[config.mk]
export PLATFORM = sky130hd
export DESIGN_NAME = base64_decoder_core
export DESIGN_NICKNAME = d
export VERILOG_FILES = /design/src/hw/rtl/b64d_pkg.sv /design/src/hw/rtl/b64d_fifo.sv /design/src/hw/rtl/b64d_front.sv /design/src/hw/rtl/b64d_back.sv /design/src/hw/rtl/base64_decoder_core.sv
export SDC_FILE = /design/constraint.sdc
export NUM_CORES = 1
export LEC_CHECK = 0
export CAP_MARGIN = 20
export CORE_ASPECT_RATIO = 1.2
export CORE_MARGIN = 2
export CORE_UTILIZATION = 25
export CTS_BUF_LIST = sky130_fd_sc_hd__clkbuf_16
export DETAILED_ROUTE_END_ITERATION = 16
export DONT_BUFFER_PORTS = 1
export GPL_TIMING_DRIVEN = 0
export PLACE_DENSITY_LB_ADDON = 0.12
export SYNTH_ARGS = -nofsm -noshare
export SYNTH_HDL_FRONTEND = slang
export SYNTH_HIERARCHICAL = 1
export SYNTH_SLANG_ARGS = --single-unit
[constraint.sdc]
create_clock -name clk -period 11.05 [get_ports clk]
set_clock_uncertainty 0.2 [all_clocks]
set_input_delay 2.21 -clock clk [delete_from_list [all_inputs] [get_ports clk]]
set_output_delay 2.21 -clock clk [all_outputs]
set_load 0.1 [all_outputs]
[src/hw/rtl/b64d_pkg.sv]
// ----------------------------------------------------------------------------
// b64d_pkg
// Shared types, codes and the character map of the base64 decoder.
// ----------------------------------------------------------------------------
package b64d_pkg;

  localparam int LENGTH_BITS_DEF = 16;
  localparam int CFG_W           = 16;
  localparam int OUT_LEN_W       = 16;
  localparam int FIFO_DEPTH      = 4;

  localparam logic [CFG_W-1:0] MAX_OUT_RESET = 16'hFFFF;

  // Character classes.
  localparam logic [1:0] CLS_DATA = 2'd0;
  localparam logic [1:0] CLS_PAD  = 2'd1;
  localparam logic [1:0] CLS_BAD  = 2'd2;

  // Result status codes.
  localparam logic [1:0] ST_DATA    = 2'd0;
  localparam logic [1:0] ST_END_OK  = 2'd1;
  localparam logic [1:0] ST_END_ERR = 2'd2;

  typedef struct packed {
    logic [1:0] cls;
    logic [5:0] val;
  } sextet_t;

  // One queued job for the back end: the bytes of a finished group and/or
  // an end record.
  typedef struct packed {
    logic [23:0] word;
    logic [1:0]  nbytes;
    logic        is_end;
    logic        err;
  } op_t;

  function automatic sextet_t map_char(input logic [7:0] c);
    sextet_t s;
    s.cls = CLS_BAD;
    s.val = 6'd0;
    if (c >= 8'h41 && c <= 8'h5A) begin
      s.cls = CLS_DATA;
      s.val = 6'(c - 8'h41);
    end else if (c >= 8'h61 && c <= 8'h7A) begin
      s.cls = CLS_DATA;
      s.val = 6'(c - 8'h47);
    end else if (c >= 8'h30 && c <= 8'h39) begin
      s.cls = CLS_DATA;
      s.val = 6'(c + 8'h04);
    end else if (c == 8'h2B) begin
      s.cls = CLS_DATA;
      s.val = 6'd62;
    end else if (c == 8'h2F) begin
      s.cls = CLS_DATA;
      s.val = 6'd63;
    end else if (c == 8'h3D) begin
      s.cls = CLS_PAD;
    end
    return s;
  endfunction

endpackage

[src/hw/rtl/b64d_fifo.sv]
// ----------------------------------------------------------------------------
// b64d_fifo
// Small register queue between the decoder front end and back end.
// ----------------------------------------------------------------------------
module b64d_fifo #(
  parameter int WIDTH = 8,
  parameter int DEPTH = b64d_pkg::FIFO_DEPTH
) (
  input  logic             clk,
  input  logic             rst_n,
  input  logic             push,
  input  logic [WIDTH-1:0] wdata,
  output logic             full,
  input  logic             pop,
  output logic [WIDTH-1:0] rdata,
  output logic             empty
);

  localparam int AW = (DEPTH > 1) ? $clog2(DEPTH) : 1;
  localparam int CW = $clog2(DEPTH + 1);

  logic [WIDTH-1:0] mem_r [DEPTH];
  logic [AW-1:0]    wr_ptr_r, wr_ptr_nxt;
  logic [AW-1:0]    rd_ptr_r, rd_ptr_nxt;
  logic [CW-1:0]    count_r, count_nxt;
  logic             do_push, do_pop;

  assign full    = (count_r == CW'(DEPTH));
  assign empty   = (count_r == '0);
  assign rdata   = mem_r[rd_ptr_r];
  assign do_push = push && !full;
  assign do_pop  = pop && !empty;

  always_comb begin
    wr_ptr_nxt = wr_ptr_r;
    rd_ptr_nxt = rd_ptr_r;
    if (do_push) begin
      wr_ptr_nxt = (wr_ptr_r == AW'(DEPTH - 1)) ? '0 : wr_ptr_r + AW'(1);
    end
    if (do_pop) begin
      rd_ptr_nxt = (rd_ptr_r == AW'(DEPTH - 1)) ? '0 : rd_ptr_r + AW'(1);
    end
    count_nxt = count_r + CW'(do_push) - CW'(do_pop);
  end

  always_ff @(posedge clk) begin
    if (!rst_n) begin
      wr_ptr_r <= '0;
      rd_ptr_r <= '0;
      count_r  <= '0;
    end else begin
      wr_ptr_r <= wr_ptr_nxt;
      rd_ptr_r <= rd_ptr_nxt;
      count_r  <= count_nxt;
    end
  end

  always_ff @(posedge clk) begin
    if (do_push) begin
      mem_r[wr_ptr_r] <= wdata;
    end
  end

endmodule

[src/hw/rtl/b64d_front.sv]
// ----------------------------------------------------------------------------
// b64d_front
// Accepts characters, tracks the group and the byte count, and queues the
// bytes of each finished group together with any end record.
// ----------------------------------------------------------------------------
module b64d_front #(
  parameter int LENGTH_BITS = b64d_pkg::LENGTH_BITS_DEF
) (
  input  logic                         clk,
  input  logic                         rst_n,
  input  logic                         cfg_we,
  input  logic [b64d_pkg::CFG_W-1:0]   cfg_wdata,
  input  logic                         in_push,
  input  logic [7:0]                   in_char_code,
  input  logic                         in_end_of_text,
  input  logic                         q_full,
  output logic                         q_push,
  output b64d_pkg::op_t                q_op,
  output logic [LENGTH_BITS-1:0]       q_len
);

  localparam int LW = (LENGTH_BITS > b64d_pkg::CFG_W) ? LENGTH_BITS : b64d_pkg::CFG_W;

  logic [b64d_pkg::CFG_W-1:0] max_r;
  logic [17:0]                grp_r, grp_nxt;
  logic [1:0]                 gp_r, gp_nxt;
  logic [1:0]                 pc_r, pc_nxt;
  logic [LENGTH_BITS-1:0]     bw_r, bw_nxt;
  logic                       err_r, err_nxt;

  b64d_pkg::sextet_t sx;
  logic              accept;
  logic              take;
  logic [1:0]        nbytes;
  logic [1:0]        nwrite;
  logic [1:0]        avail;
  logic [LW-1:0]     cap_w, max_w, limit_w;
  logic [LW:0]       diff;
  logic [23:0]       word;
  logic              err_end;

  assign accept = in_push && !q_full;
  assign sx     = b64d_pkg::map_char(in_char_code);
  assign word   = {grp_r, sx.val};

  // Room left under the byte limit, clamped to one group's worth.
  always_comb begin
    cap_w   = LW'({LENGTH_BITS{1'b1}});
    max_w   = LW'(max_r);
    limit_w = (max_w < cap_w) ? max_w : cap_w;
    diff    = {1'b0, limit_w} - {1'b0, LW'(bw_r)};
    if (diff[LW] || diff == '0) begin
      avail = 2'd0;
    end else if (diff >= (LW+1)'(3)) begin
      avail = 2'd3;
    end else begin
      avail = diff[1:0];
    end
  end

  always_comb begin
    grp_nxt = grp_r;
    gp_nxt  = gp_r;
    pc_nxt  = pc_r;
    bw_nxt  = bw_r;
    err_nxt = err_r;
    nbytes  = 2'd0;
    nwrite  = 2'd0;
    take    = 1'b0;
    if (sx.cls == b64d_pkg::CLS_BAD) begin
      err_nxt = 1'b1;
    end else if (gp_r == 2'd0 && pc_r != 2'd0) begin
      err_nxt = 1'b1;
    end else if (sx.cls == b64d_pkg::CLS_PAD && gp_r < 2'd2) begin
      err_nxt = 1'b1;
    end else if (sx.cls == b64d_pkg::CLS_DATA && pc_r != 2'd0) begin
      err_nxt = 1'b1;
    end else begin
      take = 1'b1;
    end

    if (take) begin
      if (sx.cls == b64d_pkg::CLS_PAD) begin
        pc_nxt = pc_r + 2'd1;
      end
      if (gp_r != 2'd3) begin
        grp_nxt = {grp_r[11:0], sx.val};
        gp_nxt  = gp_r + 2'd1;
      end else begin
        nbytes  = 2'd3 - ((pc_nxt > 2'd2) ? 2'd2 : pc_nxt);
        nwrite  = (nbytes < avail) ? nbytes : avail;
        bw_nxt  = bw_r + LENGTH_BITS'(nwrite);
        grp_nxt = '0;
        gp_nxt  = 2'd0;
      end
    end

    err_end = err_nxt || (gp_nxt != 2'd0);

    // The end record closes the text and returns the state to its start.
    if (in_end_of_text) begin
      grp_nxt = '0;
      gp_nxt  = 2'd0;
      pc_nxt  = 2'd0;
      bw_nxt  = '0;
      err_nxt = 1'b0;
    end
  end

  assign q_push      = accept && (in_end_of_text || nwrite != 2'd0);
  assign q_op.word   = word;
  assign q_op.nbytes = nwrite;
  assign q_op.is_end = in_end_of_text;
  assign q_op.err    = err_end;
  assign q_len       = bw_r;

  always_ff @(posedge clk) begin
    if (!rst_n) begin
      max_r <= b64d_pkg::MAX_OUT_RESET;
      grp_r <= '0;
      gp_r  <= '0;
      pc_r  <= '0;
      bw_r  <= '0;
      err_r <= 1'b0;
    end else begin
      if (cfg_we) begin
        max_r <= cfg_wdata;
      end
      if (accept) begin
        grp_r <= grp_nxt;
        gp_r  <= gp_nxt;
        pc_r  <= pc_nxt;
        bw_r  <= bw_nxt;
        err_r <= err_nxt;
      end
    end
  end

endmodule

[src/hw/rtl/b64d_back.sv]
// ----------------------------------------------------------------------------
// b64d_back
// Unpacks queued jobs into single result beats held in an output register.
// ----------------------------------------------------------------------------
module b64d_back #(
  parameter int LENGTH_BITS = b64d_pkg::LENGTH_BITS_DEF
) (
  input  logic                              clk,
  input  logic                              rst_n,
  input  logic                              q_empty,
  input  b64d_pkg::op_t                     q_op,
  input  logic [LENGTH_BITS-1:0]            q_len,
  output logic                              q_pop,
  output logic                              out_empty,
  input  logic                              out_pop,
  output logic [7:0]                        out_data_byte,
  output logic [1:0]                        out_status,
  output logic [b64d_pkg::OUT_LEN_W-1:0]    out_decoded_length,
  output logic                              out_last
);

  localparam int LW = (LENGTH_BITS > b64d_pkg::OUT_LEN_W) ? LENGTH_BITS
                                                         : b64d_pkg::OUT_LEN_W;

  logic [1:0]                     idx_r, idx_nxt;
  logic                           ov_r, ov_nxt;
  logic [7:0]                     byte_r;
  logic [1:0]                     status_r;
  logic [b64d_pkg::OUT_LEN_W-1:0] len_r;
  logic                           last_r;

  logic                           load;
  logic                           is_byte;
  logic                           last_of_op;
  logic [7:0]                     sel_byte;
  logic [1:0]                     sel_status;
  logic [LENGTH_BITS-1:0]         sel_len;
  logic [LW-1:0]                  sel_len_w;

  assign load    = !q_empty && (!ov_r || out_pop);
  assign is_byte = (idx_r < q_op.nbytes);

  always_comb begin
    case (idx_r)
      2'd0:    sel_byte = q_op.word[23:16];
      2'd1:    sel_byte = q_op.word[15:8];
      default: sel_byte = q_op.word[7:0];
    endcase
    if (is_byte) begin
      last_of_op = (({1'b0, idx_r} + 3'd1) == {1'b0, q_op.nbytes}) && !q_op.is_end;
      sel_status = b64d_pkg::ST_DATA;
      sel_len    = q_len + LENGTH_BITS'(idx_r) + LENGTH_BITS'(1);
    end else begin
      last_of_op = 1'b1;
      sel_status = q_op.err ? b64d_pkg::ST_END_ERR : b64d_pkg::ST_END_OK;
      sel_len    = q_len + LENGTH_BITS'(q_op.nbytes);
      sel_byte   = 8'd0;
    end
    sel_len_w = LW'(sel_len);
  end

  assign q_pop = load && last_of_op;

  always_comb begin
    idx_nxt = idx_r;
    ov_nxt  = ov_r;
    if (load) begin
      idx_nxt = last_of_op ? 2'd0 : idx_r + 2'd1;
      ov_nxt  = 1'b1;
    end else if (out_pop) begin
      ov_nxt  = 1'b0;
    end
  end

  always_ff @(posedge clk) begin
    if (!rst_n) begin
      idx_r <= '0;
      ov_r  <= 1'b0;
    end else begin
      idx_r <= idx_nxt;
      ov_r  <= ov_nxt;
    end
  end

  always_ff @(posedge clk) begin
    if (load) begin
      byte_r   <= sel_byte;
      status_r <= sel_status;
      len_r    <= sel_len_w[b64d_pkg::OUT_LEN_W-1:0];
      last_r   <= !is_byte;
    end
  end

  assign out_empty          = !ov_r;
  assign out_data_byte      = byte_r;
  assign out_status         = status_r;
  assign out_decoded_length = len_r;
  assign out_last           = last_r;

endmodule

[src/hw/rtl/base64_decoder_core.sv]
// ----------------------------------------------------------------------------
// base64_decoder_core
// Base64 text decoder: one character per beat in, bytes and an end record out.
// ----------------------------------------------------------------------------
// The first result of a character passes through the queue and then the output
// register before it reaches the outputs.
// Throughput: one character per cycle while the queue is not full; the output
// register delivers one result per cycle while the consumer pops each one.
// Reset: synchronous, active low; clears the decoder state and the queue and
// sets the byte limit to 65535.
module base64_decoder_core #(
  parameter int LENGTH_BITS = b64d_pkg::LENGTH_BITS_DEF
) (
  input  logic                              clk,
  input  logic                              rst_n,
  input  logic                              cfg_we,
  input  logic [b64d_pkg::CFG_W-1:0]        cfg_wdata,
  input  logic                              in_push,
  output logic                              in_full,
  input  logic [7:0]                        in_char_code,
  input  logic                              in_end_of_text,
  output logic                              out_empty,
  input  logic                              out_pop,
  output logic [7:0]                        out_data_byte,
  output logic [1:0]                        out_status,
  output logic [b64d_pkg::OUT_LEN_W-1:0]    out_decoded_length,
  output logic                              out_last
);

  localparam int OPW = $bits(b64d_pkg::op_t);
  localparam int QW  = OPW + LENGTH_BITS;

  logic                   q_push, q_pop, q_full, q_empty;
  b64d_pkg::op_t          f_op, b_op;
  logic [LENGTH_BITS-1:0] f_len, b_len;
  logic [QW-1:0]          q_rdata;

  assign in_full = q_full;

  b64d_front #(
    .LENGTH_BITS(LENGTH_BITS)
  ) u_front (
    .clk            (clk),
    .rst_n          (rst_n),
    .cfg_we         (cfg_we),
    .cfg_wdata      (cfg_wdata),
    .in_push        (in_push),
    .in_char_code   (in_char_code),
    .in_end_of_text (in_end_of_text),
    .q_full         (q_full),
    .q_push         (q_push),
    .q_op           (f_op),
    .q_len          (f_len)
  );

  b64d_fifo #(
    .WIDTH(QW),
    .DEPTH(b64d_pkg::FIFO_DEPTH)
  ) u_fifo (
    .clk   (clk),
    .rst_n (rst_n),
    .push  (q_push),
    .wdata ({f_op, f_len}),
    .full  (q_full),
    .pop   (q_pop),
    .rdata (q_rdata),
    .empty (q_empty)
  );

  assign b_op  = q_rdata[QW-1:LENGTH_BITS];
  assign b_len = q_rdata[LENGTH_BITS-1:0];

  b64d_back #(
    .LENGTH_BITS(LENGTH_BITS)
  ) u_back (
    .clk                (clk),
    .rst_n              (rst_n),
    .q_empty            (q_empty),
    .q_op               (b_op),
    .q_len              (b_len),
    .q_pop              (q_pop),
    .out_empty          (out_empty),
    .out_pop            (out_pop),
    .out_data_byte      (out_data_byte),
    .out_status         (out_status),
    .out_decoded_length (out_decoded_length),
    .out_last           (out_last)
  );

endmodule
==> flow_summary.json <==
{
  "status": "completed",
  "diodes": 0,
  "synthCells": 950,
  "synth-edff-count": 203,
  "grt_start_max_net_pins": 45,
  "start_util_pct": 25.2,
  "vias": 7489,
  "cp-end-kind": "flop",
  "clkTransAtPathRegs_ns": 0.06,
  "startpoint_type": "input port",
  "fin_crit_sh_pct": 64.1,
  "die_h_um": 251,
  "switchingPower_uw": 1300,
  "synth_warnings": 6,
  "routabilityCongestion": 0.743,
  "pwr-share-clk_pct": 28.3,
  "layout_common_cells": "203 x edfxtp_1, 83 x nand2_1, 67 x dfxtp_1",
  "first_pass_iters": 4,
  "track_usage_pct": 12.0,
  "synth_nets": 1033,
  "arrival_ns": 7.36,
  "ir_worst_vdd_mv": 0.152,
  "vias_per_cell": 4.52,
  "wl_um": 31000,
  "htree_levels": 1,
  "rsz0062_at_grt": "no",
  "cts_resized": 0,
  "max_freq_mhz": 141,
  "hold_viol": 0,
  "drv_cap": 0,
  "setup_viol": 0,
  "path_class": "in2reg",
  "overflow": 0,
  "p_comb_share_pct": 21.7,
  "core_um2": 50200,
  "syn_area_um2": 12700,
  "yosysSeqAreaShare_pct": 58.7,
  "syn_to_final_growth_pct": 14.9,
  "finalNetCount": 1070,
  "cts_setup_buffers": 0,
  "clock-sinks": 270,
  "die_w_um": 210,
  "ant_nets": 0,
  "p_per_area_nw_per_um2": 235,
  "worstRegToRegCells": 25,
  "cts_buffers": 31,
  "hp-class": "reg2reg",
  "post_drt_wl_per_cell_um": 18.7,
  "yosysUniqueCellTypes": 83,
  "root_buffer": "clkbuf_16",
  "grt_pass1_vias": 7932,
  "netlist.area_leader.share_pct": 48.1,
  "hpwlAfterDp_um": 21400,
  "maxSlewViolCount": 0,
  "crit_path_max_fanout": 8,
  "crit_required_ns": 11.32,
  "syn_avg_cell_area_um2": 13.3,
  "drc": 0,
  "yosysTopAreaCell": "edfxtp_1",
  "relSlewSlack_pct": 37.6,
  "fin_ws_ns": 3.96,
  "drive_gt1_share_pct": 14.0,
  "tightest_slew_ns": 0.938,
  "min_period_ns": 7.09,
  "rows": 90,
  "ys_top_cells_by_area": "edfxtp_1 48%, dfxtp_1 11%, mux4_2 7.1%",
  "die-area_um2": 52500,
  "port_buffers": 0,
  "pwr-share-seq_pct": 50.0,
  "p_leak_uw": 0.00488,
  "drtIter0Drc": 318,
  "antenna_found_initial": 0,
  "hold_depth": 2,
  "clockBufferDepth": 3,
  "final_util_pct": 29.0,
  "power.share.switching_pct": 37.8,
  "cts_tree": "built",
  "ys_async_sr_fraction_pct": 0,
  "setup-tns-final_ns": 0,
  "ys.flop_type": "edfxtp_1",
  "ctsHoldBuffers": 0,
  "place_ws_ns": 3.35,
  "layout_commonest_cell": "edfxtp_1",
  "grt_pass1_wl_um": 48500,
  "synth_seq_cells": 270,
  "p_int_uw": 2130,
  "worstSkewPairLatency_ns": 0.58,
  "io_pins": 59
}
-- worst max-delay path, stage by stage --
cell and delay (ns):
clkbuf_1 0.29, inv_1 0.14, ha_1 0.27, nor2b_1 0.11
o21ai_0 0.12, a21boi_1 0.59, and2_0 0.39, mux2i_1 0.36
ha_1 0.28, or2_2 0.29, o21a_1 0.18, o22ai_1 0.13
nor2b_1 0.36, buf_2 0.28, inv_1 0.07, ha_1 0.27
inv_1 0.04, ha_1 0.18, fa_1 0.38, xnor2_1 0.15
xnor2_1 0.12, and2_1 0.14
-- cell families (layout without fill, tap and decap cells) --
| group | count (synthesis) | after routing | share of synthesized area [%] |
|---|---|---|---|
| DFF | 270 | 270 | 58.7 |
| adders and majority gates | 53 | 53 | 5.53 |
| buffers and inverters | 113 | 175 | 4.25 |
| xor gates and xnor gates | 37 | 37 | 2.56 |
| AOI/OAI and AO/OA | 149 | 149 | 8.19 |
| muxes | 68 | 68 | 9.83 |
| and+or+nand+nor | 260 | 260 | 11.0 |
-- registers in the layout, summed over array words and instances, names as in the netlist, 3 cells and up, named ones only --
signal,count
u_back/out_data_byte,8
u_fifo/count_r,3
u_front/q_len,16
u_fifo/mem_r,176
u_front/grp_r,18
u_front/max_r,16
u_back/out_decoded_length,16
-- synth_stat cells (all sizes together) (5+ instances only) --
cell      n
clkbuf   36
ha       48
nor3      8
o21ai    23
fa        5
dfxtp    67
and4      5
nand2b    7
nand4     8
xnor2    24
nor2     40
a22oi    10
o21a      6
a21boi   22
xor2     13
a21oi    37
a21o      7
a211oi    5
and2     11
mux4     44
nor4     15
nor3b     9
inv      56
edfxtp  203
mux2i    24
o31ai     5
nand2    83
buf      21
nand3    35
nor2b    14
-- layout make-up --
type	instances	area (um2)
buffer	57	329
tap	644	806
multi-input combinational	567	4720
inverter	56	210
fill	5141	35700
clock inverter	27	194
sequential	270	7440
clock buffer	31	776
timing repair buffer	4	86.3
-- final timing paths --
check,from,endpoint,slack (ns)
setup reg to reg,u_front/q_len[0],u_fifo/count_r[2],4.38
setup / recovery,in_char_code[0],u_fifo/count_r[2],3.96
hold / removal,u_front/max_r[11],u_front/max_r[11],0.27
hold reg to reg,u_front/max_r[11],u_front/max_r[11],0.27
-- power by group through the flow --
stage	clock (uW)	sequential, uW	combinational, uW
after global routing	1050	1730	828
after detailed placement	0	1740	765
final	969	1710	744
after global placement	0	1740	732
after floorplan	0	1710	528
after CTS	1010	1710	768
-- through the flow --
stage	cell area (um2)	cells	hold slack (ns)	total power [uW]
after floorplan	12700	950	0.240	2240
after global placement	13500	1594	0.254	2480
after detailed placement	13600	1598	0.257	2500
after CTS	14600	1656	0.272	3490
after global routing	14600	1656	0.305	3600
final	14600	1656	0.266	3420
-- per-layer routing --
metal  up-vias  routed length, um  part of all wire [%]  global-route usage [%]
met1      3720              14000                    45                    15.4
met5         -                  0                     0                       0
met4         0                548                   1.8                    2.72
met2        96              15300                    49                    20.8
li1       3637                  -                     -                       -
met3        36               1190                   3.9                    2.11
Note: power is estimated with default switching activity, not from simulation.
